$ cat config.mk
export PLATFORM = sky130hd
export DESIGN_NAME = fuel_level_alarm_monitor
export DESIGN_NICKNAME = d
export VERILOG_FILES = /design/src/hw/rtl/flam_pkg.sv /design/src/hw/rtl/flam_cfg.sv /design/src/hw/rtl/flam_core.sv /design/src/hw/rtl/fuel_level_alarm_monitor.sv
export VERILOG_INCLUDE_DIRS = /design/src /design/src/hw/rtl
export SDC_FILE = /design/constraint.sdc
export NUM_CORES = 2
export LEC_CHECK = 0
export BUFFER_PORTS_ARGS = -buffer_cell sky130_fd_sc_hd__buf_2
export CELL_PAD_IN_SITES_DETAIL_PLACEMENT = 0
export CELL_PAD_IN_SITES_GLOBAL_PLACEMENT = 2
export CORE_MARGIN = 2
export CORE_UTILIZATION = 40
export DETAILED_ROUTE_END_ITERATION = 8
export PLACE_DENSITY_LB_ADDON = 0.1
export SYNTH_ARGS = -nofsm -noshare
export SYNTH_HDL_FRONTEND = slang
export SYNTH_SLANG_ARGS = --single-unit
$ cat constraint.sdc
create_clock -name clk -period 17.9 [get_ports clk]
set_input_delay 2.685 -clock clk [delete_from_list [all_inputs] [get_ports clk]]
set_output_delay 2.685 -clock clk [all_outputs]
set_load 0.02 [all_outputs]
$ cat src/hw/rtl/fuel_level_alarm_monitor_defines.svh
// Assertion macros shared by the fuel level alarm monitor RTL.
// Depends on nothing; included by the modules that carry assertions.
`ifndef FUEL_LEVEL_ALARM_MONITOR_DEFINES_SVH
`define FUEL_LEVEL_ALARM_MONITOR_DEFINES_SVH

// Same-cycle implication, checked outside reset.
`define FLAM_ASSERT_NOW(label, clk, rst_n, ante, cons) \
    label: assert property (@(posedge clk) disable iff (!rst_n) (ante) |-> (cons)) \
        else $error("flam assertion failed");

// Next-cycle implication, checked outside reset.
`define FLAM_ASSERT_NEXT(label, clk, rst_n, ante, cons) \
    label: assert property (@(posedge clk) disable iff (!rst_n) (ante) |=> (cons)) \
        else $error("flam assertion failed");

`endif

$ cat src/hw/rtl/flam_pkg.sv
// Shared types and constants for the fuel level alarm monitor.
// No dependencies; used by every module of the block.
package flam_pkg;

    localparam int unsigned LEVEL_W  = 14;
    localparam int unsigned TIME_W   = 32;
    localparam int unsigned LIMIT_W  = 36;
    localparam int unsigned SPAN_W   = LEVEL_W + TIME_W;
    localparam int unsigned CIDX_W   = 3;
    localparam int unsigned CDATA_W  = 14;

    // Sixty minutes in milliseconds: the time-left threshold.
    localparam logic [21:0] ETA_LIMIT_MS = 22'd3600000;

    typedef enum logic [CIDX_W-1:0] {
        REG_MIN_LEVEL   = 3'd0,
        REG_RESERVE     = 3'd1,
        REG_OFF_LEVEL   = 3'd2,
        REG_SENSITIVITY = 3'd3,
        REG_ENABLE      = 3'd4
    } cfg_idx_t;

    typedef struct packed {
        logic [LEVEL_W-1:0] min_level;
        logic [LEVEL_W-1:0] reserve_level;
        logic [LEVEL_W-1:0] off_level;
        logic [LEVEL_W-1:0] step_sensitivity;
        logic               monitor_enable;
        logic [LIMIT_W-1:0] eta_limit;
    } cfg_t;

    typedef struct packed {
        logic [LEVEL_W-1:0] level_out;
        logic               rate_alarm;
        logic               low_alarm;
        logic               machine_off;
        logic [TIME_W-1:0]  empty_interval;
    } result_t;

endpackage

$ cat src/hw/rtl/flam_cfg.sv
// Configuration register file of the fuel level alarm monitor.
// Depends on flam_pkg; also keeps the precomputed time-left limit.
module flam_cfg (
    input  logic                              clk,
    input  logic                              rst_n,
    input  logic                              cfg_we,
    input  logic [flam_pkg::CIDX_W-1:0]       cfg_index,
    input  logic [flam_pkg::CDATA_W-1:0]      cfg_data,
    output flam_pkg::cfg_t                    cfg
);

    flam_pkg::cfg_t cfg_reg;
    flam_pkg::cfg_t cfg_next;

    always_comb
    begin
        cfg_next = cfg_reg;
        if (cfg_we)
        begin
            unique case (flam_pkg::cfg_idx_t'(cfg_index))
                flam_pkg::REG_MIN_LEVEL:   cfg_next.min_level     = cfg_data;
                flam_pkg::REG_RESERVE:     cfg_next.reserve_level = cfg_data;
                flam_pkg::REG_OFF_LEVEL:   cfg_next.off_level     = cfg_data;
                flam_pkg::REG_SENSITIVITY:
                begin
                    cfg_next.step_sensitivity = cfg_data;
                    // The time-left compare needs 3600000 * sensitivity; it is
                    // formed here once per write instead of per reading.
                    cfg_next.eta_limit = flam_pkg::LIMIT_W'(cfg_data)
                                         * flam_pkg::LIMIT_W'(flam_pkg::ETA_LIMIT_MS);
                end
                flam_pkg::REG_ENABLE:      cfg_next.monitor_enable = cfg_data[0];
                default: ;
            endcase
        end
    end

    always_ff @(posedge clk or negedge rst_n)
    begin
        if (!rst_n)
        begin
            cfg_reg                  <= '0;
            cfg_reg.monitor_enable   <= 1'b1;
        end
        else
        begin
            cfg_reg <= cfg_next;
        end
    end

    assign cfg = cfg_reg;

endmodule

$ cat src/hw/rtl/flam_core.sv
// Reading pipeline of the fuel level alarm monitor: input register, alarm
// evaluation with state update, and result register. Depends on flam_pkg.
`include "fuel_level_alarm_monitor_defines.svh"

module flam_core (
    input  logic                              clk,
    input  logic                              rst_n,
    input  flam_pkg::cfg_t                    cfg,
    input  logic                              in_valid,
    output logic                              in_ready,
    input  logic [flam_pkg::LEVEL_W-1:0]      in_sum,
    input  logic [flam_pkg::TIME_W-1:0]       in_now,
    output logic                              out_valid,
    input  logic                              out_ready,
    output flam_pkg::result_t                 out_res
);

    localparam int unsigned LW = flam_pkg::LEVEL_W;
    localparam int unsigned TW = flam_pkg::TIME_W;

    // Input stage.
    logic          in_valid_reg;
    logic [LW-1:0] in_sum_reg;
    logic [TW-1:0] in_now_reg;

    // Monitor state.
    logic [LW-1:0] cur_level_reg,  cur_level_next;
    logic [LW-1:0] ref_level_reg,  ref_level_next;
    logic [TW-1:0] ref_time_reg,   ref_time_next;
    logic [TW-1:0] drop_int_reg,   drop_int_next;
    logic          low_flag_reg,   low_flag_next;
    logic          rate_flag_reg,  rate_flag_next;

    // Result stage.
    logic              out_valid_reg;
    flam_pkg::result_t out_res_reg, out_res_next;

    logic advance;

    assign advance  = in_valid_reg && (!out_valid_reg || out_ready);
    assign in_ready = !in_valid_reg || advance;

    // Evaluation terms.
    logic [LW-1:0]                 prev, cur;
    logic [LW:0]                   cur_sens, ref_sens, res_sens;
    logic [LW+1:0]                 clear_lvl;
    logic                          retake, active, rate_act;
    logic                          drop, counted, upd_int;
    logic [TW-1:0]                 di_eff;
    logic [flam_pkg::SPAN_W-1:0]   span;
    logic                          time_short, low_fire, m_off;

    always_comb
    begin
        prev      = cur_level_reg;
        cur       = in_sum_reg;
        cur_sens  = {1'b0, cur} + {1'b0, cfg.step_sensitivity};
        ref_sens  = {1'b0, ref_level_reg} + {1'b0, cfg.step_sensitivity};
        res_sens  = {1'b0, cfg.reserve_level} + {1'b0, cfg.step_sensitivity};
        clear_lvl = {2'b00, cfg.min_level} + {1'b0, res_sens};

        retake   = (ref_level_reg == '0) || (ref_sens < {1'b0, cur});
        active   = cfg.monitor_enable && !retake;
        rate_act = active && (prev != '0);

        // A drop counts only when it exceeds the sensitivity strictly.
        drop     = {1'b0, prev} > cur_sens;
        counted  = rate_act && drop && !rate_flag_reg;
        upd_int  = counted && ({1'b0, ref_level_reg} > cur_sens);
        di_eff   = upd_int ? (in_now_reg - ref_time_reg) : drop_int_reg;

        rate_flag_next = rate_flag_reg;
        if (counted)
            rate_flag_next = 1'b1;
        else if (rate_act && ({1'b0, prev} < cur_sens))
            rate_flag_next = 1'b0;

        // Time left is short when (level - min) * interval <= 3600000 * sens.
        span       = flam_pkg::SPAN_W'(cur - cfg.min_level) * flam_pkg::SPAN_W'(di_eff);
        time_short = (cur != '0) && (di_eff != '0) && (cur >= cfg.min_level)
                     && (cfg.step_sensitivity != '0)
                     && (span <= flam_pkg::SPAN_W'(cfg.eta_limit));

        low_fire = active && !low_flag_reg
                   && (({1'b0, cur} < res_sens) || time_short);
        m_off    = active && !low_fire && (cur <= cfg.off_level);

        low_flag_next = low_flag_reg;
        if (low_fire)
            low_flag_next = 1'b1;
        else if (active && !m_off && ({2'b00, cur} >= clear_lvl))
            low_flag_next = 1'b0;

        cur_level_next = cur;
        ref_level_next = ref_level_reg;
        ref_time_next  = ref_time_reg;
        if ((cfg.monitor_enable && retake) || upd_int)
        begin
            ref_level_next = cur;
            ref_time_next  = in_now_reg;
        end
        drop_int_next = di_eff;

        out_res_next.level_out      = cur;
        out_res_next.rate_alarm     = counted;
        out_res_next.low_alarm      = low_fire;
        out_res_next.machine_off    = m_off;
        out_res_next.empty_interval = di_eff;
    end

    always_ff @(posedge clk or negedge rst_n)
    begin
        if (!rst_n)
        begin
            in_valid_reg  <= 1'b0;
            out_valid_reg <= 1'b0;
            cur_level_reg <= '0;
            ref_level_reg <= '0;
            ref_time_reg  <= '0;
            drop_int_reg  <= '0;
            low_flag_reg  <= 1'b0;
            rate_flag_reg <= 1'b0;
        end
        else
        begin
            if (in_ready)
                in_valid_reg <= in_valid;
            if (advance)
            begin
                cur_level_reg <= cur_level_next;
                ref_level_reg <= ref_level_next;
                ref_time_reg  <= ref_time_next;
                drop_int_reg  <= drop_int_next;
                low_flag_reg  <= low_flag_next;
                rate_flag_reg <= rate_flag_next;
                out_valid_reg <= 1'b1;
            end
            else if (out_ready)
            begin
                out_valid_reg <= 1'b0;
            end
        end
    end

    always_ff @(posedge clk)
    begin
        if (in_ready && in_valid)
        begin
            in_sum_reg <= in_sum;
            in_now_reg <= in_now;
        end
        if (advance)
            out_res_reg <= out_res_next;
    end

    assign out_valid = out_valid_reg;
    assign out_res   = out_res_reg;

    `FLAM_ASSERT_NEXT(a_rate_sets_flag, clk, rst_n, advance && counted, rate_flag_reg)
    `FLAM_ASSERT_NOW(a_low_off_excl, clk, rst_n, out_valid_reg, !(out_res_reg.low_alarm && out_res_reg.machine_off))
    `FLAM_ASSERT_NEXT(a_disabled_quiet, clk, rst_n, advance && !cfg.monitor_enable, !out_res_reg.rate_alarm && !out_res_reg.low_alarm && !out_res_reg.machine_off)
    `FLAM_ASSERT_NEXT(a_result_drains, clk, rst_n, out_valid_reg && !out_ready && !advance, out_valid_reg)

endmodule

$ cat src/hw/rtl/fuel_level_alarm_monitor.sv
// Top level of the fuel level alarm monitor: stream ports, configuration
// port, and the packing of transfer data. Depends on flam_pkg, flam_cfg, flam_core.

// Each accepted reading produces exactly one result, in order. A reading is
// held in the input register while the evaluation logic feeds the result
// register; its result is registered there and then presented on the result
// stream. A new reading is accepted every cycle while the result side keeps
// up, limited only by the combinational state update (one 14x32 multiply and
// compare). Configuration writes take effect on the next clock edge and should
// be made while the block holds no readings in flight. There is no clearing
// pass after reset.
module fuel_level_alarm_monitor (
    input  logic                              clk,
    input  logic                              rst_n,
    // Input stream.
    input  logic                              s_tvalid,
    output logic                              s_tready,
    // [13:0] sample_sum, [45:14] now_ms, [47:46] zero
    input  logic [47:0]                       s_tdata,
    // Result stream.
    output logic                              m_tvalid,
    input  logic                              m_tready,
    // [13:0] level_out, [14] rate_alarm, [15] low_alarm, [16] machine_off,
    // [48:17] empty_interval, [55:49] zero
    output logic [55:0]                       m_tdata,
    // Configuration write port.
    input  logic                              cfg_we,
    input  logic [flam_pkg::CIDX_W-1:0]       cfg_index,
    input  logic [flam_pkg::CDATA_W-1:0]      cfg_data
);

    flam_pkg::cfg_t    cfg;
    flam_pkg::result_t res;

    flam_cfg u_cfg (
        .clk       (clk),
        .rst_n     (rst_n),
        .cfg_we    (cfg_we),
        .cfg_index (cfg_index),
        .cfg_data  (cfg_data),
        .cfg       (cfg)
    );

    flam_core u_core (
        .clk       (clk),
        .rst_n     (rst_n),
        .cfg       (cfg),
        .in_valid  (s_tvalid),
        .in_ready  (s_tready),
        .in_sum    (s_tdata[13:0]),
        .in_now    (s_tdata[45:14]),
        .out_valid (m_tvalid),
        .out_ready (m_tready),
        .out_res   (res)
    );

    assign m_tdata = {7'd0, res.empty_interval, res.machine_off, res.low_alarm,
                      res.rate_alarm, res.level_out};

endmodule

Word level (Yosys, flattened, before mapping):

Cells that the tools add are included.

* logic and storage cells: 97
* register bits: 277

* multipliers: 2
* mux-type cells: 7
* magnitude comparators: 9
* eq/ne operators: 4
* reduce and logical (&&, ||, !) cells: 48
* $add $sub $neg: 6

Operators by type and width (count)
* 46-bit by 36-bit less-or-equal comparator with 1-bit output: 1
* 46-bit by 32-bit multiplier with 46-bit output: 1
* 14-bit by 14-bit adder with 15-bit output: 3
* 14-bit nonzero test: 3
* 32-bit 2-to-1 mux: 1
* 32-bit nonzero test: 1
* 32-bit subtractor: 1
* 14-bit by 15-bit greater-than comparator with 1-bit output: 2
* 14-bit by 15-bit < comparator with 1-bit output: 2
* 14-bit by 15-bit multiplier with 29-bit output, second input constant: 1
* 1-bit logical AND: 19
* 14-bit by 15-bit adder with 16-bit output: 1
* 14-bit by 16-bit greater-or-equal comparator with 1-bit output: 1
* 2-bit AND reduction: 8
* 15-bit by 14-bit < comparator with 1-bit output: 1
* 14-bit by 14-bit subtractor with 15-bit output: 1
* 14-bit greater-or-equal comparator: 1
* 14-bit less-or-equal comparator: 1
* 14-bit logical NOT: 1
* 1-bit logical NOT: 7
* 3-bit by 2-bit equality test with 1-bit output, second input constant: 2
* 1-bit 2-to-1 mux: 6
* 2-bit nonzero test: 3
* 1-bit logical OR: 5
* other kinds (3): 3

Depth between registers and ports, before layout:

* depth after elaboration: 25
* mapped depth: 71
* mapped depth without buffers: 68

Hierarchy:

Synthesis repeated with hierarchy kept, for this count alone.

* cell total of the unflattened synthesis: 4126
* area total of the unflattened synthesis: 37978.9 um^2

Modules (own cells, without submodules)
* flam_core: area an instance 30170.2 um^2, instances 1, cells an instance 3379
* flam_cfg: area an instance 7752.4 um^2, instances 1, cells an instance 739
* fuel_level_alarm_monitor: area an instance 56.3 um^2, instances 1, cells an instance 8

Worst setup path before layout:

OpenSTA, ideal clock, no wires.

* path type: register to register
* start point: register u_core.in_sum_reg[1] (netlist: u_core.cur[1])
* end point: register u_core.out_res_reg (netlist bit u_core.out_res[32]) (data pin)
* path buffers: 4
* required time: 17.645 ns
* library setup time: 0.255 ns
* stages on the path, launching flop included: 68
* path slack: 3.608 ns
* arrival time: 14.036 ns
* path through: edfxtp_1 -> ha_1 -> a21o_1 -> a21oi_1 -> o21bai_1 -> a21oi_1 -> o21ai_0 -> a21oi_1 -> o21bai_1 -> a21oi_1 -> o21bai_1 -> a21oi_1 -> o21bai_1 -> a21oi_1 -> xor2_1 -> ha_1 -> and3_1 -> nand3_1 -> [... 32 more ...] -> a21o_1 -> a21o_1 -> a21o_1 -> a31oi_1 -> nor2_1 -> a311oi_1 -> ha_1 -> a21oi_1 -> o21ai_0 -> nand2_1 -> o21ai_0 -> a211oi_1 -> o21ai_0 -> nand4bb_1 -> or4_1 -> nor3_1 -> nand3_1 -> and3_1

* longest elaborated chain between the ends: 19
* elaborated cells between the ends (all ways): 30
* those cells by class: 2 x add/sub; 1 x mul; 7 x order compare; 1 x mux; 19 x reduce/logical

Ends and longest elaborated chain
* start, declared: RTL line flam_core.sv:23 `logic [LW-1:0] in_sum_reg;`
* start signal, assigned: RTL line flam_core.sv:149 `in_sum_reg <= in_sum;`
* parallel branches: the longest is 18 deep, another holds 46-bit by 32-bit multiplier with 46-bit output
* 1-bit logical AND (*): RTL line flam_core.sv:86 `m_off = active && !low_fire && (cur <= cfg.off_level);`
* via u_core.m_off: RTL line flam_core.sv:51 `logic time_short, low_fire, m_off;`
* end signal, assigned: RTL line flam_core.sv:153 `out_res_reg <= out_res_next;`
* end, declared: RTL line flam_core.sv:36 `flam_pkg::result_t out_res_reg, out_res_next;`

Mark *: on every way through the listed nets, which the timed path passes.
A chain may end at the register's enable or synchronous reset.

Worst setup path in the final report:

* start point: register u_cfg.cfg_reg (netlist bit u_cfg.cfg[38])
* end point: register u_core.out_res_reg (netlist bit u_core.out_res[32]) (data pin)

* longest elaborated chain between the ends: 20
* elaborated cells between the ends (all ways): 29
* those cells by class: 3 x add/sub; 1 x mul; 5 x order compare; 1 x mux; 19 x reduce/logical

Ends and longest elaborated chain
* start, declared: RTL line flam_cfg.sv:12 `flam_pkg::cfg_t cfg_reg;`
* start signal, assigned: RTL line flam_cfg.sv:47 `cfg_reg <= cfg_next;`
* 14-bit by 14-bit adder with 15-bit output: RTL line flam_core.sv:58 `ref_sens = {1'b0, ref_level_reg} + {1'b0, cfg.step_sensitivity};`
* 15-bit by 14-bit < comparator with 1-bit output: RTL line flam_core.sv:62 `retake = (ref_level_reg == '0) || (ref_sens < {1'b0, cur});`
* 1-bit logical OR: RTL line flam_core.sv:62
* 1-bit logical NOT: RTL line flam_core.sv:63 `active = cfg.monitor_enable && !retake;`
* 1-bit logical AND: RTL line flam_core.sv:63
* 1-bit logical AND: RTL line flam_core.sv:64 `rate_act = active && (prev != '0);`
* 1-bit logical AND (2 in a row): RTL line flam_core.sv:68 `counted = rate_act && drop && !rate_flag_reg;`
* 1-bit logical AND (*): RTL line flam_core.sv:69 `upd_int = counted && ({1'b0, ref_level_reg} > cur_sens);`
* 32-bit 2-to-1 mux (*): RTL line flam_core.sv:70 `di_eff = upd_int ? (in_now_reg - ref_time_reg) : drop_int_reg;`
* via u_core.di_eff[19]: RTL line flam_core.sv:49 `logic [TW-1:0] di_eff;`
* parallel branches: the longest is 4 deep, another holds 46-bit by 32-bit multiplier with 46-bit output
* 1-bit logical AND (*): RTL line flam_core.sv:82 `&& (span <= flam_pkg::SPAN_W'(cfg.eta_limit));`
* 1-bit logical OR (*): RTL line flam_core.sv:85 `&& (({1'b0, cur} < res_sens) || time_short);`
* 1-bit logical AND (*): RTL line flam_core.sv:85
* 1-bit logical NOT (*): RTL line flam_core.sv:86
* 1-bit logical AND (*) (2 in a row): RTL line flam_core.sv:86
* via u_core.m_off: RTL line flam_core.sv:51

Marks and branches as above.

==> summary.txt <==
Global routing
  – Antenna violations before repair: 6
  – Gr usage total: 0.2459
  – Largest net degree at the start of global routing: 74
  – Grt total ovfl: 0
  – Number of global-route vias before repair: 31340
  – Global-route wire length before repair: 193.6 mm

Logic synthesis
  – Yosys warning total: 0
  – Cell with the most instances after synthesis: inv_1
  – #FFs+latches synth: 275
  – Synthesized area: 40950 µm²
  – Ys flop type: dfrtp_1
  – Cell taking the most area after synthesis: fa_1
  – Post-synth top area share: 0.3202
  – Register area share after synthesis: 0.1797
  – Cells after Synth: 4349
  – Synth unique cells: 85
  – Post-synth top cells: 901 x inv_1, 655 x fa_1, 449 x ha_1
  – Asr flop ratio synth: 0.6545
  – Synth area leaders: fa_1 32%, ha_1 14%, dfrtp_1 11%
  – Syn_area_per_cell: 9.416 µm²
  – EDFF count, synth: 95

Hold path
  – Worst Hold Class: register to register
  – Hold path depth: 2

Floorplanning
  – Initial Util: 0.4031
  – Die area: 104900 µm²
  – Die W: 324.0 µm
  – Num rows: 117
  – Die span in y: 324.0 µm
  – I/O pins: 128
  – Core area: 101600 µm²

Layout
  – Synthesis-to-finish area growth: 10.16%
  – Register area: 7358 µm²
  – Design area: 45110 µm²
  – Max reg flops: 84
  – Multi-input logic area: 29860 µm²
  – # fillers: 10180
  – Final net count: 5669
  – # diodes: 0
  – Ratio of cells with drive above 1 in the final layout: 0.08330

STA
  – Final period util: 0.9396
  – Max-slew violations: 0
  – TNS Setup: 0 ns
  – Final Hold Fails: 0
  – Clock Skew: 0.04043 ns
  – Relative slew margins: 0.3257
  – Slew of the pin with the lowest slew margin: 1.005 ns
  – # setup viols final: 0
  – Fmax: 59.46 MHz
  – Post-layout minimum cycle time: 16.82 ns
  – RSZ-0062 raised after global routing: false

Routing
  – WL final: 122.0 mm
  – Routed Antenna Nets: 0
  – Via density: 4.990
  – Via count: 29410
  – Initial DRT Pass Iterations: 5
  – # DRC: 0
  – WL per Instance: 20.70 µm
  – DR iter-0 viols: 1561

Flow run
  – Max-cap check violation count: 0

Clock tree
  – Clock transition at path regs: 0.06 ns
  – PostCTS Resize Cnt: 0
  – Clk sinks: 275
  – CTS tree: yes
  – CTS buffer count: 39
  – Root Driver: clkbuf_16
  – Clk_lat worst skew: 0.62 ns
  – H-tree depth: 2
  – Post-CTS setup-driven buffer insertion count: 0
  – Cts hold-fix bufs: 0
  – Maximum root-to-sink buffer count: 3

Setup path
  – Slowest stage cell, crit path: a31oi_2
  – CP required: 18.23 ns
  – CP Launch Type: register
  – Critical path's largest stage delay: 0.67 ns
  – Slack of the worst reg-to-reg path: 1.08 ns
  – Max FO, Critical Path: 14
  – CP dominant cell by count: a21oi_1
  – Reg2Reg Depth: 61
  – Worst setup path category: register to register
  – Crit path DAT: 17.15 ns
  – Crit path capture type: register

Placed design
  – GP Congestion: 0.8681
  – Placed cell area: 43680 µm²
  – IO Port Bufs: 118
  – Hpwl dp: 98.21 mm

Status
  – Status: finished, final reports clean
per-layer routing:
layer  up-vias  track usage  routed length, µm
li1      14080            -                  -
met1     14730       0.3518              58030
met2       512       0.4083              57440
met3        85      0.02229               4289
met4         2      0.04743               2237
met5         -            0                 13
placed cells by master, fill, tap and decap left out, types with 47 or more instances in the layout:
cell type / instances
inv_1: 901
o21ai_0: 200
a21o_1: 78
fa_1: 655
dfrtp_1: 179
edfxtp_1: 95
xnor2_1: 106
a21oi_1: 172
nand2b_1: 47
nor2_1: 374
nand2_1: 389
buf_4: 97
ha_1: 449
buf_2: 117
worst paths after layout:
| kind | startpoint | to |
|---|---|---|
| max in group asynchronous | rst_n | u_cfg.cfg[44] |
| hold reg to reg | u_cfg.cfg[22] | u_cfg.cfg[22] |
| hold / removal | u_cfg.cfg[22] | u_cfg.cfg[22] |
| setup / recovery | u_cfg.cfg[38] | u_core.out_res[32] |
| min in group asynchronous | rst_n | u_core.ref_time_reg[1] |
| setup reg to reg | u_cfg.cfg[38] | u_core.out_res[32] |
stage by stage:
stage	utilization	setup WS, ns	hold slack, ns	std cells
2_1_floorplan	-	3.608	0.4492	4355
3_3_place_gp	0.4300	1.204	0.4613	5822
3_5_place_dp	0.4300	1.197	0.4697	5822
4_1_cts	0.4440	1.028	0.4844	5894
5_1_grt	0.4440	0.004658	0.5002	5894
6_report	0.4440	1.081	0.4748	5894
worst max-delay path: cells and delay by family (launching register included):
kind,cells,cell delay (ns)
fa+ha+maj,12,5.06
simple gates,10,2.53
buf+inv,6,1.42
flops,1,0.57
compound gates,31,6.60
mux,1,0.21
xor+xnor,1,0.08
cells by family (layout without fill, tap and decap cells):
kind of cell	count (synthesis)	count (layout)	share of synthesized area
AO/OA/AOI/OAI	641	641	0.09824
XOR/XNOR	163	163	0.03520
adder cells (fa/ha/maj)	1104	1104	0.4574
buffers and inverters	1028	1199	0.09509
flip-flops	275	275	0.1797
multiplexers	72	72	0.01907
other	1	7	0.00009158
AND/OR/NAND/NOR	1065	1065	0.1152
layout make-up:
class,instances,area share
Multi-Input combinational cell,3052,0.6620
Sequential cell,275,0.1631
Inverter,912,0.07592
Tap cell,1368,0.03795
Timing Repair Buffer,215,0.02943
Clock buffer,51,0.02422
Clock inverter,21,0.007323
Power is not shown: default switching activity piles up to over one toggle a cycle in this logic, so the estimate is an artifact.
